--- config.mk ---
export PLATFORM = sky130hd
export DESIGN_NAME = pixel_format_converter_top
export DESIGN_NICKNAME = d
export VERILOG_FILES = /design/src/rtl/pfc_pkg.sv /design/src/rtl/pixel_format_converter_top.sv /design/src/rtl/pfc_front.sv /design/src/rtl/pfc_queue.sv /design/src/rtl/pfc_back.sv
export SDC_FILE = /design/constraint.sdc
export NUM_CORES = 1
export LEC_CHECK = 0
export ABC_AREA = 1
export BUFFER_PORTS_ARGS = -buffer_cell sky130_fd_sc_hd__buf_2
export CORE_UTILIZATION = 57
export CTS_BUF_LIST = sky130_fd_sc_hd__clkbuf_16
export DETAILED_ROUTE_END_ITERATION = 8
export GPL_ROUTABILITY_DRIVEN = 0
export PLACE_DENSITY = 0.83
export REMOVE_ABC_BUFFERS = 1
export SKIP_LAST_GASP = 1
export SLEW_MARGIN = 5
export SYNTH_ARGS = -nofsm -noshare
export SYNTH_HDL_FRONTEND = slang
export SYNTH_SLANG_ARGS = --single-unit
--- constraint.sdc ---
create_clock -name clk -period 7.1 [get_ports clk]
set_input_delay 0.355 -clock clk [delete_from_list [all_inputs] [get_ports clk]]
set_output_delay 0.355 -clock clk [all_outputs]
set_load 0.01 [all_outputs]
--- src/rtl/pfc_pkg.sv ---
// Pixel format converter package: layout codes, register indexes, the
// pixel record passed from front to back, and layout size functions.
// No dependencies.
`timescale 1ns / 1ps

package pfc_pkg;

  localparam int BYTE_W    = 8;
  localparam int FMT_W     = 3;
  localparam int CFG_IDX_W = 2;
  localparam int CNT_W     = 3;   // holds an output byte count of 0 to 4

  // Layout codes
  localparam logic [FMT_W-1:0] FMT_RGB   = 3'd0;
  localparam logic [FMT_W-1:0] FMT_RGBA  = 3'd1;
  localparam logic [FMT_W-1:0] FMT_GRAY  = 3'd2;
  localparam logic [FMT_W-1:0] FMT_GRAYA = 3'd3;
  localparam logic [FMT_W-1:0] FMT_ALPHA = 3'd4;

  // Configuration register indexes
  localparam logic [CFG_IDX_W-1:0] CFG_SOURCE_FORMAT = 2'd0;
  localparam logic [CFG_IDX_W-1:0] CFG_TARGET_FORMAT = 2'd1;

  localparam logic [FMT_W-1:0]  FMT_RESET = FMT_RGBA;
  localparam logic [BYTE_W-1:0] FULL_BYTE = 8'hff;

  // floor(s / 3) for s <= 765 as (s * 683) >> 11
  localparam int SUM_W      = 10;
  localparam int PROD_W     = 20;
  localparam int GRAY_SHIFT = 11;
  localparam logic [PROD_W-1:0] GRAY_RECIP = 20'd683;

  // One converted pixel, bytes in output order
  typedef struct packed {
    logic [3:0][BYTE_W-1:0] vals;
    logic [CNT_W-1:0]       count;
    logic                   image_end;
  } pix_rec_t;

  typedef struct packed {
    logic full;
    logic empty;
  } q_status_t;

  // Bytes in one pixel of a layout; zero for an unknown layout
  function automatic logic [CNT_W-1:0] layout_bytes(input logic [FMT_W-1:0] f);
    logic [CNT_W-1:0] n;
    case (f)
      FMT_RGB:   n = 3'd3;
      FMT_RGBA:  n = 3'd4;
      FMT_GRAY:  n = 3'd1;
      FMT_GRAYA: n = 3'd2;
      FMT_ALPHA: n = 3'd1;
      default:   n = 3'd0;
    endcase
    return n;
  endfunction

endpackage

--- src/rtl/pixel_format_converter_top.sv ---
// Top level of the pixel format converter: front, pixel queue and back.
// Depends on pfc_pkg, pfc_front, pfc_queue and pfc_back.
`timescale 1ns / 1ps

// Converts a byte stream of pixels between rgb, rgba, gray, gray alpha and
// alpha layouts (codes 0 to 4), selected by register 0 (source) and register
// 1 (target), both resetting to rgba. Any write to either register drops a
// partially gathered pixel. The input side takes one byte per cycle while
// the pixel queue (QUEUE_DEPTH records) has room; when a source pixel
// completes, its converted record enters the queue at the same clock edge
// that accepts the closing byte. The output side gives one byte per cycle
// while out_stall is low and the queue holds a record; a pixel gives as
// many bytes as its target layout has: one to four, four for alpha to rgba.
// The closing byte's record is registered in the queue, then in the output
// register. Bytes of an unknown source layout, pixels cut short by image_end
// and pixels for an unknown target layout give no output.
module pixel_format_converter_top import pfc_pkg::*; #(
  parameter int QUEUE_DEPTH = 4
) (
  input  logic                 clk,
  input  logic                 rst_n,
  input  logic                 in_valid,
  output logic                 in_stall,
  input  logic [BYTE_W-1:0]    in_byte,
  input  logic                 in_image_end,
  output logic                 out_valid,
  input  logic                 out_stall,
  output logic [BYTE_W-1:0]    out_byte,
  output logic                 out_pixel_last,
  output logic                 out_image_last,
  input  logic                 cfg_valid,
  output logic                 cfg_ready,
  input  logic [CFG_IDX_W-1:0] cfg_index,
  input  logic [FMT_W-1:0]     cfg_data
);

  logic      accept;
  logic      push;
  logic      pop;
  pix_rec_t  push_rec;
  pix_rec_t  head;
  q_status_t q_stat;

  assign in_stall  = q_stat.full;
  assign accept    = in_valid && !in_stall;
  assign cfg_ready = 1'b1;

  pfc_front u_front (
    .clk          (clk),
    .rst_n        (rst_n),
    .accept       (accept),
    .in_byte      (in_byte),
    .in_image_end (in_image_end),
    .cfg_we       (cfg_valid && cfg_ready),
    .cfg_index    (cfg_index),
    .cfg_data     (cfg_data),
    .push         (push),
    .push_rec     (push_rec)
  );

  pfc_queue #(
    .DEPTH (QUEUE_DEPTH)
  ) u_queue (
    .clk      (clk),
    .rst_n    (rst_n),
    .push     (push),
    .push_rec (push_rec),
    .pop      (pop),
    .head     (head),
    .stat     (q_stat)
  );

  pfc_back u_back (
    .clk            (clk),
    .rst_n          (rst_n),
    .head           (head),
    .q_empty        (q_stat.empty),
    .pop            (pop),
    .out_valid      (out_valid),
    .out_stall      (out_stall),
    .out_byte       (out_byte),
    .out_pixel_last (out_pixel_last),
    .out_image_last (out_image_last)
  );

  // Front only pushes when the queue has room
  a_push_not_full: assert property (@(posedge clk) disable iff (!rst_n)
    push |-> !q_stat.full)
    else $error("pixel record pushed into a full queue");

  // Queue status flags are exclusive
  a_status_exclusive: assert property (@(posedge clk) disable iff (!rst_n)
    !(q_stat.full && q_stat.empty))
    else $error("queue reports full and empty together");

  // Image end only ever closes a pixel
  a_image_last_on_pixel_last: assert property (@(posedge clk) disable iff (!rst_n)
    out_valid && out_image_last |-> out_pixel_last)
    else $error("image_last without pixel_last");

  // Back never pops an empty queue
  a_pop_not_empty: assert property (@(posedge clk) disable iff (!rst_n)
    pop |-> !q_stat.empty)
    else $error("pop from an empty queue");

endmodule

--- src/rtl/pfc_front.sv ---
// Front of the pixel format converter: format registers, byte gathering,
// pixel expansion and formatting into a pixel record.
// Depends on pfc_pkg.
`timescale 1ns / 1ps

module pfc_front import pfc_pkg::*; (
  input  logic                 clk,
  input  logic                 rst_n,
  input  logic                 accept,
  input  logic [BYTE_W-1:0]    in_byte,
  input  logic                 in_image_end,
  input  logic                 cfg_we,
  input  logic [CFG_IDX_W-1:0] cfg_index,
  input  logic [FMT_W-1:0]     cfg_data,
  output logic                 push,
  output pix_rec_t             push_rec
);

  logic [FMT_W-1:0]  src_fmt_r, src_fmt_nxt;
  logic [FMT_W-1:0]  dst_fmt_r, dst_fmt_nxt;
  logic [1:0]        pos_r, pos_nxt;
  logic [BYTE_W-1:0] held_red_r, held_green_r, held_blue_r;

  logic [CNT_W-1:0]  need;
  logic              partial;
  logic              complete;
  logic [BYTE_W-1:0] r, g, bl, a, gray;
  logic [SUM_W-1:0]  sum;
  logic [PROD_W-1:0] prod;

  assign need     = layout_bytes(src_fmt_r);
  assign partial  = ({1'b0, pos_r} + 3'd1) < need;
  assign complete = accept && (need != '0) && !partial;

  // Configuration registers and byte position
  always_comb begin
    src_fmt_nxt = src_fmt_r;
    dst_fmt_nxt = dst_fmt_r;
    pos_nxt     = pos_r;
    if (accept) begin
      if (need == '0 || !partial || in_image_end) begin
        pos_nxt = 2'd0;
      end else begin
        pos_nxt = pos_r + 2'd1;
      end
    end
    if (cfg_we) begin
      case (cfg_index)
        CFG_SOURCE_FORMAT: begin
          src_fmt_nxt = cfg_data;
          pos_nxt     = 2'd0;
        end
        CFG_TARGET_FORMAT: begin
          dst_fmt_nxt = cfg_data;
          pos_nxt     = 2'd0;
        end
        default: ;
      endcase
    end
  end

  always_ff @(posedge clk) begin
    if (!rst_n) begin
      src_fmt_r <= FMT_RESET;
      dst_fmt_r <= FMT_RESET;
      pos_r     <= 2'd0;
    end else begin
      src_fmt_r <= src_fmt_nxt;
      dst_fmt_r <= dst_fmt_nxt;
      pos_r     <= pos_nxt;
    end
  end

  // Hold the early bytes of a pixel
  always_ff @(posedge clk) begin
    if (accept && need != '0 && partial && !in_image_end) begin
      case (pos_r)
        2'd0:    held_red_r   <= in_byte;
        2'd1:    held_green_r <= in_byte;
        default: held_blue_r  <= in_byte;
      endcase
    end
  end

  // Expand to red, green, blue, alpha
  always_comb begin
    case (src_fmt_r)
      FMT_RGB: begin
        r = held_red_r; g = held_green_r; bl = in_byte; a = FULL_BYTE;
      end
      FMT_RGBA: begin
        r = held_red_r; g = held_green_r; bl = held_blue_r; a = in_byte;
      end
      FMT_GRAY: begin
        r = in_byte; g = in_byte; bl = in_byte; a = FULL_BYTE;
      end
      FMT_GRAYA: begin
        r = held_red_r; g = held_red_r; bl = held_red_r; a = in_byte;
      end
      default: begin
        r = FULL_BYTE; g = FULL_BYTE; bl = FULL_BYTE; a = in_byte;
      end
    endcase
  end

  // Gray by reciprocal multiply
  assign sum  = SUM_W'(r) + SUM_W'(g) + SUM_W'(bl);
  assign prod = PROD_W'(sum) * GRAY_RECIP;
  assign gray = prod[GRAY_SHIFT +: BYTE_W];

  // Format into output byte order
  always_comb begin
    push_rec.vals      = '0;
    push_rec.image_end = in_image_end;
    case (dst_fmt_r)
      FMT_RGB: begin
        push_rec.vals[0] = r; push_rec.vals[1] = g; push_rec.vals[2] = bl;
      end
      FMT_RGBA: begin
        push_rec.vals[0] = r; push_rec.vals[1] = g; push_rec.vals[2] = bl;
        push_rec.vals[3] = a;
      end
      FMT_GRAY:  push_rec.vals[0] = gray;
      FMT_GRAYA: begin
        push_rec.vals[0] = gray; push_rec.vals[1] = a;
      end
      FMT_ALPHA: push_rec.vals[0] = a;
      default: ;
    endcase
    push_rec.count = layout_bytes(dst_fmt_r);
  end

  // Unknown target layouts give nothing
  assign push = complete && (push_rec.count != '0);

endmodule

--- src/rtl/pfc_queue.sv ---
// Small register queue of pixel records between front and back.
// Depends on pfc_pkg.
`timescale 1ns / 1ps

module pfc_queue import pfc_pkg::*; #(
  parameter int DEPTH = 4
) (
  input  logic      clk,
  input  logic      rst_n,
  input  logic      push,
  input  pix_rec_t  push_rec,
  input  logic      pop,
  output pix_rec_t  head,
  output q_status_t stat
);

  localparam int PTR_W = (DEPTH > 1) ? $clog2(DEPTH) : 1;
  localparam int CNT_QW = $clog2(DEPTH + 1);

  pix_rec_t            mem_r [DEPTH];
  logic [PTR_W-1:0]    wr_ptr_r, wr_ptr_nxt;
  logic [PTR_W-1:0]    rd_ptr_r, rd_ptr_nxt;
  logic [CNT_QW-1:0]   count_r, count_nxt;
  logic                do_push, do_pop;

  assign stat.full  = (count_r == CNT_QW'(DEPTH));
  assign stat.empty = (count_r == '0);
  assign do_push    = push && !stat.full;
  assign do_pop     = pop && !stat.empty;
  assign head       = mem_r[rd_ptr_r];

  // Pointer and fill count update
  always_comb begin
    wr_ptr_nxt = wr_ptr_r;
    rd_ptr_nxt = rd_ptr_r;
    count_nxt  = count_r;
    if (do_push) begin
      wr_ptr_nxt = (wr_ptr_r == PTR_W'(DEPTH - 1)) ? '0 : wr_ptr_r + 1'b1;
    end
    if (do_pop) begin
      rd_ptr_nxt = (rd_ptr_r == PTR_W'(DEPTH - 1)) ? '0 : rd_ptr_r + 1'b1;
    end
    case ({do_push, do_pop})
      2'b10:   count_nxt = count_r + 1'b1;
      2'b01:   count_nxt = count_r - 1'b1;
      default: count_nxt = count_r;
    endcase
  end

  always_ff @(posedge clk) begin
    if (!rst_n) begin
      wr_ptr_r <= '0;
      rd_ptr_r <= '0;
      count_r  <= '0;
    end else begin
      wr_ptr_r <= wr_ptr_nxt;
      rd_ptr_r <= rd_ptr_nxt;
      count_r  <= count_nxt;
    end
  end

  // Entry storage
  always_ff @(posedge clk) begin
    if (do_push) begin
      mem_r[wr_ptr_r] <= push_rec;
    end
  end

endmodule

--- src/rtl/pfc_back.sv ---
// Back of the pixel format converter: serializes each pixel record into
// output bytes through an output register.
// Depends on pfc_pkg.
`timescale 1ns / 1ps

module pfc_back import pfc_pkg::*; (
  input  logic              clk,
  input  logic              rst_n,
  input  pix_rec_t          head,
  input  logic              q_empty,
  output logic              pop,
  output logic              out_valid,
  input  logic              out_stall,
  output logic [BYTE_W-1:0] out_byte,
  output logic              out_pixel_last,
  output logic              out_image_last
);

  logic [1:0]        idx_r, idx_nxt;
  logic              valid_r, valid_nxt;
  logic [BYTE_W-1:0] byte_r;
  logic              pix_last_r, img_last_r;
  logic              advance;
  logic              last;

  assign advance = !q_empty && (!valid_r || !out_stall);
  assign last    = ({1'b0, idx_r} + 3'd1) == head.count;
  assign pop     = advance && last;

  // Byte index within the current record and output valid
  always_comb begin
    idx_nxt   = idx_r;
    valid_nxt = valid_r;
    if (advance) begin
      idx_nxt   = last ? 2'd0 : idx_r + 2'd1;
      valid_nxt = 1'b1;
    end else if (!out_stall) begin
      valid_nxt = 1'b0;
    end
  end

  always_ff @(posedge clk) begin
    if (!rst_n) begin
      idx_r   <= 2'd0;
      valid_r <= 1'b0;
    end else begin
      idx_r   <= idx_nxt;
      valid_r <= valid_nxt;
    end
  end

  // Output payload register
  always_ff @(posedge clk) begin
    if (advance) begin
      byte_r     <= head.vals[idx_r];
      pix_last_r <= last;
      img_last_r <= last && head.image_end;
    end
  end

  assign out_valid      = valid_r;
  assign out_byte       = byte_r;
  assign out_pixel_last = pix_last_r;
  assign out_image_last = img_last_r;

endmodule
==> results of run 1 <==
[registers in the layout, indices dropped and copies added (netlist names), named ones only]
name                   cells
u_back.out_valid           1
u_queue.wr_ptr_r           2
u_back.out_image_last      1
u_back.out_pixel_last      1
u_front.dst_fmt_r          3
u_queue.count_r            3
u_front.pos_r              2
u_queue.rd_ptr_r           2
u_back.out_byte            8
u_back.idx_r               2
u_front.held_green_r       8
u_queue.mem_r            144
u_front.held_red_r         8
u_front.src_fmt_r          3
u_front.held_blue_r        8
[metal layers]
| layer | vias up | GRT usage | share of wire |
|---|---|---|---|
| li1 | 3948 | - | - |
| met1 | 3964 | 0.358 | 0.39 |
| met2 | 509 | 0.431 | 0.48 |
| met3 | 108 | 0.0569 | 0.098 |
| met4 | 0 | 0.0905 | 0.034 |
| met5 | - | 0 | 0 |
[cell usage in the layout, fill, tap and decap left out, types with 23 or more instances in the layout]
cell type,instances
sky130_fd_sc_hd__a21oi_1,52
sky130_fd_sc_hd__edfxtp_1,178
sky130_fd_sc_hd__buf_4,33
sky130_fd_sc_hd__nand2_2,23
sky130_fd_sc_hd__ha_1,70
sky130_fd_sc_hd__nand2_1,157
sky130_fd_sc_hd__nand3_1,27
sky130_fd_sc_hd__nor2_1,125
sky130_fd_sc_hd__inv_1,115
sky130_fd_sc_hd__o21ai_0,101
sky130_fd_sc_hd__buf_2,30
[what timing repair did]
| action | CTS | global route |
|---|---|---|
| setup endpoints to repair | 24 | 32 |
| pin swaps | 0 | 34 |
| endpoints found under the hold margin | 0 | 0 |
| setup buffers | 0 | 13 |
| cloned | 0 | 0 |
| resized for setup | 6 | 65 |
[worst paths after layout]
| path | startpoint | to | slack (ps) |
|---|---|---|---|
| worst min register to register | u_front.pos_r[1] | u_front.pos_r[1] | 500 |
| worst max-delay path | u_front.src_fmt_r[0] | u_queue.mem_r[1][11] | 170 |
| worst min-delay path | cfg_data[0] | u_front.dst_fmt_r[0] | 150 |
| worst max register to register | u_front.src_fmt_r[0] | u_queue.mem_r[1][11] | 170 |
[critical path: cells and delay by family (launching register included)]
| kind | cells | cell delay [ps] |
|---|---|---|
| AO/OA/AOI/OAI | 1 | 120 |
| AND/OR/NAND/NOR | 17 | 1790 |
| adder cells (fa/ha/maj) | 9 | 3160 |
| buffers and inverters | 9 | 770 |
| flip-flops | 1 | 380 |
| XOR/XNOR | 2 | 450 |
[stage by stage]
| stage | cells | instance area [um^2] | hold WS [ps] |
|---|---|---|---|
| after global placement | 1387 | 11700 | 456 |
| after detailed placement | 1387 | 11700 | 465 |
| after global routing | 1432 | 12700 | 148 |
| after floorplan | 1076 | 11000 | 442 |
| after CTS | 1419 | 12200 | 141 |
| final | 1432 | 12700 | 149 |
[cell families (layout without fill, tap and decap cells)]
group,after synthesis,count (layout)
simple gates,369,369
compound gates,247,247
flops,198,198
buf+inv,166,228
fa+ha+maj,108,108
xor+xnor,21,21
other cells,1,1
[final cells by class]
type	count	area, um^2
clock buffer	17	425
fill	1342	6280
sequential	198	5760
multi-input combinational	746	5090
clock inverter	15	149
inverter	132	512
tap	260	325
timing repair buffer	64	409
[synthesized netlist by cell type (3+ instances only)]
cell type,number,share of area
sky130_fd_sc_hd__edfxtp_1,178,0.48
sky130_fd_sc_hd__o21bai_1,3,0.0020
sky130_fd_sc_hd__nand3b_1,4,0.0027
sky130_fd_sc_hd__nand2_2,11,0.0062
sky130_fd_sc_hd__buf_6,4,0.0040
sky130_fd_sc_hd__buf_2,11,0.0049
sky130_fd_sc_hd__a21oi_2,5,0.0039
sky130_fd_sc_hd__inv_2,11,0.0037
sky130_fd_sc_hd__o211ai_1,21,0.014
sky130_fd_sc_hd__o22ai_1,15,0.0084
sky130_fd_sc_hd__nor2_1,131,0.044
sky130_fd_sc_hd__o21ai_0,106,0.047
sky130_fd_sc_hd__xor2_1,11,0.0086
sky130_fd_sc_hd__xnor2_1,8,0.0063
sky130_fd_sc_hd__inv_1,118,0.040
sky130_fd_sc_hd__a21oi_1,60,0.027
sky130_fd_sc_hd__ha_1,86,0.096
sky130_fd_sc_hd__nor3_1,5,0.0022
sky130_fd_sc_hd__clkbuf_1,17,0.0057
sky130_fd_sc_hd__fa_1,22,0.039
sky130_fd_sc_hd__nand2_1,169,0.057
sky130_fd_sc_hd__o221ai_1,21,0.016
sky130_fd_sc_hd__o21ai_1,5,0.0022
sky130_fd_sc_hd__nand3_2,3,0.0027
sky130_fd_sc_hd__nand4_1,5,0.0028
sky130_fd_sc_hd__nand3_1,31,0.014
sky130_fd_sc_hd__dfxtp_1,20,0.036
==> impl_metrics.sql, run 1 <==
INSERT INTO impl_metrics (metric_group, metric, value, unit) VALUES
('run_status', 'run_status', 'complete, no violations', ''),
('routing', 'dr_vias_cell', '5.96', ''),
('critical_path', 'cell_depth_of_the_worst_flop_to_flop_path', '38', ''),
('sta', 'final-hold-violation-count', '0', ''),
('synth', 'yosysUniqueCellTypes', '51', ''),
('floorplanning', 'floorplan.die.width', '142', 'um'),
('layout', 'n_antenna_cell', '0', ''),
('synth', 'post_synth_fa_ha_maj_area_fraction', '0.136', ''),
('critical_path', 'crit_path_max_incr_delay', '500', 'ps'),
('sta', 'max_slew_margin', '0.310', ''),
('routing', 'first_iter_violations', '975', ''),
('synth', 'sequential_area_share_after_synthesis', '0.514', ''),
('routing', 'wire_length_per_cell', '19.1', 'um'),
('floorplanning', 'io_pins', '32', ''),
('synth', 'synth_compound_gate_area_share', '0.130', ''),
('sta', 'fin_worst_skew', '12.6', 'ps'),
('run', 'cap_viol_max_count', '0', ''),
('cts', 'cts-root-to-sink-buffers', '2', ''),
('critical_path', 'worst-endpoint-required', '7270', 'ps'),
('floorplanning', 'floorplan.die_area', '0.0202', 'mm^2'),
('routing', 'drt.antenna.violating_nets', '0', ''),
('critical_path', 'path_max_fanout', '7', ''),
('cts', 'cts_root_buffer', 'sky130_fd_sc_hd__clkbuf_16', ''),
('sta', 'setup_viol', '0', ''),
('synth', 'post_synth_xor_area_fraction', '0.0188', ''),
('cts', 'numClockSinks', '198', ''),
('synth', 'yosys.area_share.simple', '0.140', ''),
('cts', 'holdBufCountCts', '0', ''),
('placed_design', 'place.detailed.hpwl', '17400', 'um'),
('synth', 'synth-main-ff-cell', 'sky130_fd_sc_hd__edfxtp_1', ''),
('cts', 'h-tree-depth', '4', ''),
('layout', 'end_of_flow_core_utilization', '0.668', ''),
('routing', 'drcViolationCount', '0', ''),
('global_routing', 'gr-total-overflow', '0', ''),
('layout', 'nNetsFinal', '1286', ''),
('synth', 'synth_enable_flop_cells', '178', ''),
('cts', 'cts_inserted_buffers', '17', ''),
('placed_design', 'preCtsSetupSlack', '-106', 'ps'),
('floorplanning', 'die-height', '142', 'um'),
('critical_path', 'critPathMostFrequentCell', 'sky130_fd_sc_hd__nand2_1', ''),
('synth', 'synth-async-reset-ratio', '0', ''),
('sta', 'finalWorstSetupSlack', '175', 'ps'),
('cts', 'worst_skew_pair.late_latency', '450', 'ps'),
('routing', 'firstDrtPassIters', '9', ''),
('sta', 'layout_worst_path_cycle_share', '0.975', ''),
('synth', 'yosys_register_bits', '198', ''),
('min_path', 'hold-path-cell-count', '3', ''),
('synth', 'synthesis.area', '0.0112', 'mm^2'),
('min_path', 'hold_path.class', 'in -> reg', ''),
('routing', 'route.final.wire_length', '27300', 'um'),
('layout', 'layout-drive-gt1-share', '0.175', ''),
('sta', 'final-max-slew-violation-count', '0', ''),
('critical_path', 'critPathCaptureType', 'flip-flop', ''),
('global_routing', 'grt_max_degree', '74', ''),
('synth', 'synth_warnings', '0', ''),
('critical_path', 'worst_ep_arrival_time', '7100', 'ps'),
('global_routing', 'vias_in_the_first_global_route', '8001', ''),
('floorplanning', 'initial_utilization', '0.590', ''),
('synth', 'synth_cells', '1110', ''),
('sta', 'tns', '0', 'ps'),
('synth', 'dominant_combinational_cell_family_by_area_after_synthesis', 'simple AND/OR/NAND/NOR gates', ''),
('sta', 'maxClockFrequency', '144', 'MHz'),
('critical_path', 'type_of_the_setup_path_with_the_least_slack', 'reg -> reg', ''),
('cts', 'tritoncts', 'built', ''),
('global_routing', 'grt_use_total', '0.266', ''),
('critical_path', 'cp_slowest_cell', 'sky130_fd_sc_hd__fa_1', ''),
('sta', 'finalWorstPathRequiredPeriod', '6930', 'ps'),
('placed_design', 'io_buffer_count', '30', ''),
('floorplanning', 'core', '0.0190', 'mm^2'),
('routing', 'total_number_of_vias', '8529', ''),
('sta', 'worst-slew-pin-transition', '1030', 'ps'),
('global_routing', 'grt_first_pass_wirelength', '40500', 'um'),
('synth', 'syn_avg_cell_area', '10.1', 'um^2'),
('layout', 'areaGrowthSynthToFinish', '13.3', '%'),
('critical_path', 'critical_path.startpoint_type', 'flip-flop', ''),
('global_routing', 'number_of_antenna_violations_at_the_first_check_in_global_routing', '0', ''),
('cts', 'cts.clk_slew.worst_paths', '70', 'ps'),
('floorplanning', 'placement_rows', '50', ''),
('synth', 'muxShareOfSynthArea', '0', '');
Power of run 1 is left out: the tool's default activity adds up to more than one toggle a clock period on the data nets, which glitch-free logic cannot reach.
==> run 2, diff against run 1 <==
Settings changed: CORE_UTILIZATION 57 to 59, CTS_BUF_LIST sky130_fd_sc_hd__clkbuf_16 to sky130_fd_sc_hd__clkbuf_2, PLACE_DENSITY 0.83 to 0.85.
==> impl_metrics.sql, run 2 (same netlist as run 1, synthesis figures left out) <==
INSERT INTO impl_metrics (metric_group, metric, value, unit) VALUES
('critical_path', 'type_of_the_setup_path_with_the_least_slack', 'reg -> reg', ''),
('critical_path', 'critPathMostFrequentCell', 'sky130_fd_sc_hd__a21oi_2', ''),
('layout', 'layout-drive-gt1-share', '0.164', ''),
('sta', 'setup_viol', '0', ''),
('routing', 'wire_length_per_cell', '19.5', 'um'),
('routing', 'firstDrtPassIters', '6', ''),
('routing', 'first_iter_violations', '1374', ''),
('floorplanning', 'io_pins', '32', ''),
('layout', 'registers.top_by_ff_count', 'u_queue.mem_r', ''),
('global_routing', 'vias_in_the_first_global_route', '8264', ''),
('global_routing', 'grt_max_degree', '73', ''),
('global_routing', 'grt_first_pass_wirelength', '41600', 'um'),
('global_routing', 'gr-usage-met1', '0.370', ''),
('sta', 'final-max-slew-violation-count', '0', ''),
('sta', 'final-hold-violation-count', '0', ''),
('floorplanning', 'core', '0.0183', 'mm^2'),
('sta', 'layout_worst_path_cycle_share', '0.997', ''),
('critical_path', 'worst-endpoint-required', '7650', 'ps'),
('placed_design', 'io_buffer_count', '30', ''),
('global_routing', 'number_of_antenna_violations_at_the_first_check_in_global_routing', '2', ''),
('run', 'cap_viol_max_count', '0', ''),
('run_status', 'run_status', 'complete, no violations', ''),
('floorplanning', 'initial_utilization', '0.612', ''),
('critical_path', 'crit_path_max_incr_delay', '540', 'ps'),
('floorplanning', 'floorplan.die.width', '140', 'um'),
('layout', 'nNetsFinal', '1312', ''),
('critical_path', 'critical_path.startpoint_type', 'flip-flop', ''),
('global_routing', 'grt_util_met2', '0.453', ''),
('critical_path', 'critPathCaptureType', 'flip-flop', ''),
('layout', 'layout.filler_cells', '1225', ''),
('layout', 'most-common-layout-cells', '178 x sky130_fd_sc_hd__edfxtp_1, 154 x sky130_fd_sc_hd__nand2_1, 124 x sky130_fd_sc_hd__nor2_1, 115 x sky130_fd_sc_hd__inv_1, 102 x sky130_fd_sc_hd__o21ai_0', ''),
('layout', 'max_ffs_per_register', '144', ''),
('global_routing', 'grt_use_total', '0.279', ''),
('sta', 'maxClockFrequency', '141', 'MHz'),
('cts', 'cts-root-to-sink-buffers', '2', ''),
('sta', 'hold-worst-slack', '299', 'ps'),
('routing', 'dr_vias_cell', '6.20', ''),
('layout', 'layout_commonest_cell', 'sky130_fd_sc_hd__edfxtp_1', ''),
('routing', 'drt.antenna.violating_nets', '0', ''),
('floorplanning', 'floorplan.die_area', '0.0195', 'mm^2'),
('min_path', 'hold_path.class', 'in -> reg', ''),
('layout', 'areaGrowthSynthToFinish', '11.8', '%'),
('cts', 'numClockSinks', '198', ''),
('sta', 'max_slew_margin', '0.264', ''),
('floorplanning', 'die-height', '140', 'um'),
('critical_path', 'worst_ep_arrival_time', '7630', 'ps'),
('cts', 'cts_inserted_buffers', '17', ''),
('routing', 'drcViolationCount', '0', ''),
('cts', 'h-tree-depth', '4', ''),
('sta', 'fin_worst_skew', '34.8', 'ps'),
('placed_design', 'place.detailed.hpwl', '18000', 'um'),
('floorplanning', 'placement_rows', '49', ''),
('critical_path', 'cp_slowest_cell', 'sky130_fd_sc_hd__fa_1', ''),
('routing', 'route.final.wire_length', '27900', 'um'),
('cts', 'worst_skew_pair.late_latency', '830', 'ps'),
('sta', 'finalWorstPathRequiredPeriod', '7080', 'ps'),
('global_routing', 'gr-total-overflow', '0', ''),
('global_routing', 'groute.layer.met3.usage', '0.0461', ''),
('cts', 'tritoncts', 'built', ''),
('routing', 'total_number_of_vias', '8856', ''),
('global_routing', 'busiest_layer', 'met2', ''),
('cts', 'cts.clk_slew.worst_paths', '280', 'ps'),
('critical_path', 'path_max_fanout', '6', ''),
('cts', 'cts_root_buffer', 'sky130_fd_sc_hd__clkbuf_2', ''),
('sta', 'worst-slew-pin-transition', '1100', 'ps');
run 2: cell count changes in the layout (fill, tap and decap cells not counted), moves of 3 or more:
cell | before | now
sky130_fd_sc_hd__clkbuf_2 | 0 | 21
sky130_fd_sc_hd__clkinv_2 | 4 | 1
sky130_fd_sc_hd__clkbuf_16 | 17 | 0
sky130_fd_sc_hd__dlygate4sd3_1 | 0 | 29
sky130_fd_sc_hd__ha_4 | 14 | 9
sky130_fd_sc_hd__ha_1 | 70 | 76
sky130_fd_sc_hd__nand2_1 | 157 | 154
run 2: worst max-delay path: cells and delay by family (launching register included):
kind                       cells  cell delay, ps
AOI/OAI and AO/OA             11            1830
xor gates and xnor gates       2             430
adders and majority gates      8            3040
buffers and inverters          4             280
DFF                            1             450
and+or+nand+nor                6             770
run 2: layout make-up:
class / instances / area [um^2] / share of cell area
antenna: 2 / 5.00 / 0.000400
clock buffer: 21 / 105 / 0.00841
sequential: 198 / 5760 / 0.460
inverter: 132 / 509 / 0.0407
multi-input combinational: 746 / 5020 / 0.402
tap: 229 / 287 / 0.0229
timing repair buffer: 90 / 673 / 0.0538
clock inverter: 11 / 146 / 0.0117
run 2: worst paths after layout:
| path | start | slack (ps) | to | cells after the start |
|---|---|---|---|---|
| worst min-delay path | in_byte[2] | 300 | u_front.held_green_r[2] | 2 |
| worst max-delay path | u_front.src_fmt_r[1] | 20 | u_queue.mem_r[0][9] | 31 |
| worst max register to register | u_front.src_fmt_r[1] | 20 | u_queue.mem_r[0][9] | 31 |
| worst min register to register | u_queue.count_r[0] | 500 | u_queue.count_r[0] | 1 |
run 2: layer usage:
metal  wire length [um]  part of all wire
met4               1120             0.040
met2              13300              0.48
met3               2680             0.096
met1              10800              0.39
met5                  0                 0
run 2: what timing repair did:
action	CTS	global route
hold endpoints to repair	48	0
endpoints found under the setup margin	28	32
setup buffers	1	12
resized for setup	9	53
hold buffers	29	0
pin swaps	2	19
run 2: metrics by stage:
| step | area (um^2) | utilization | instances | setup slack (ps) | TNS (ps) |
|---|---|---|---|---|---|
| global route | 12500 | 0.684 | 1429 | -357 | -8800 |
| global placement | 11600 | 0.635 | 1353 | 177 | 0 |
| floorplan | 11000 | - | 1076 | 199 | 0 |
| detailed placement | 11600 | 0.635 | 1353 | -116 | -861 |
| CTS | 12200 | 0.667 | 1415 | 10.8 | 0 |
| finish | 12500 | 0.684 | 1429 | 21.0 | 0 |
Power of run 2 is left out for the same reason.
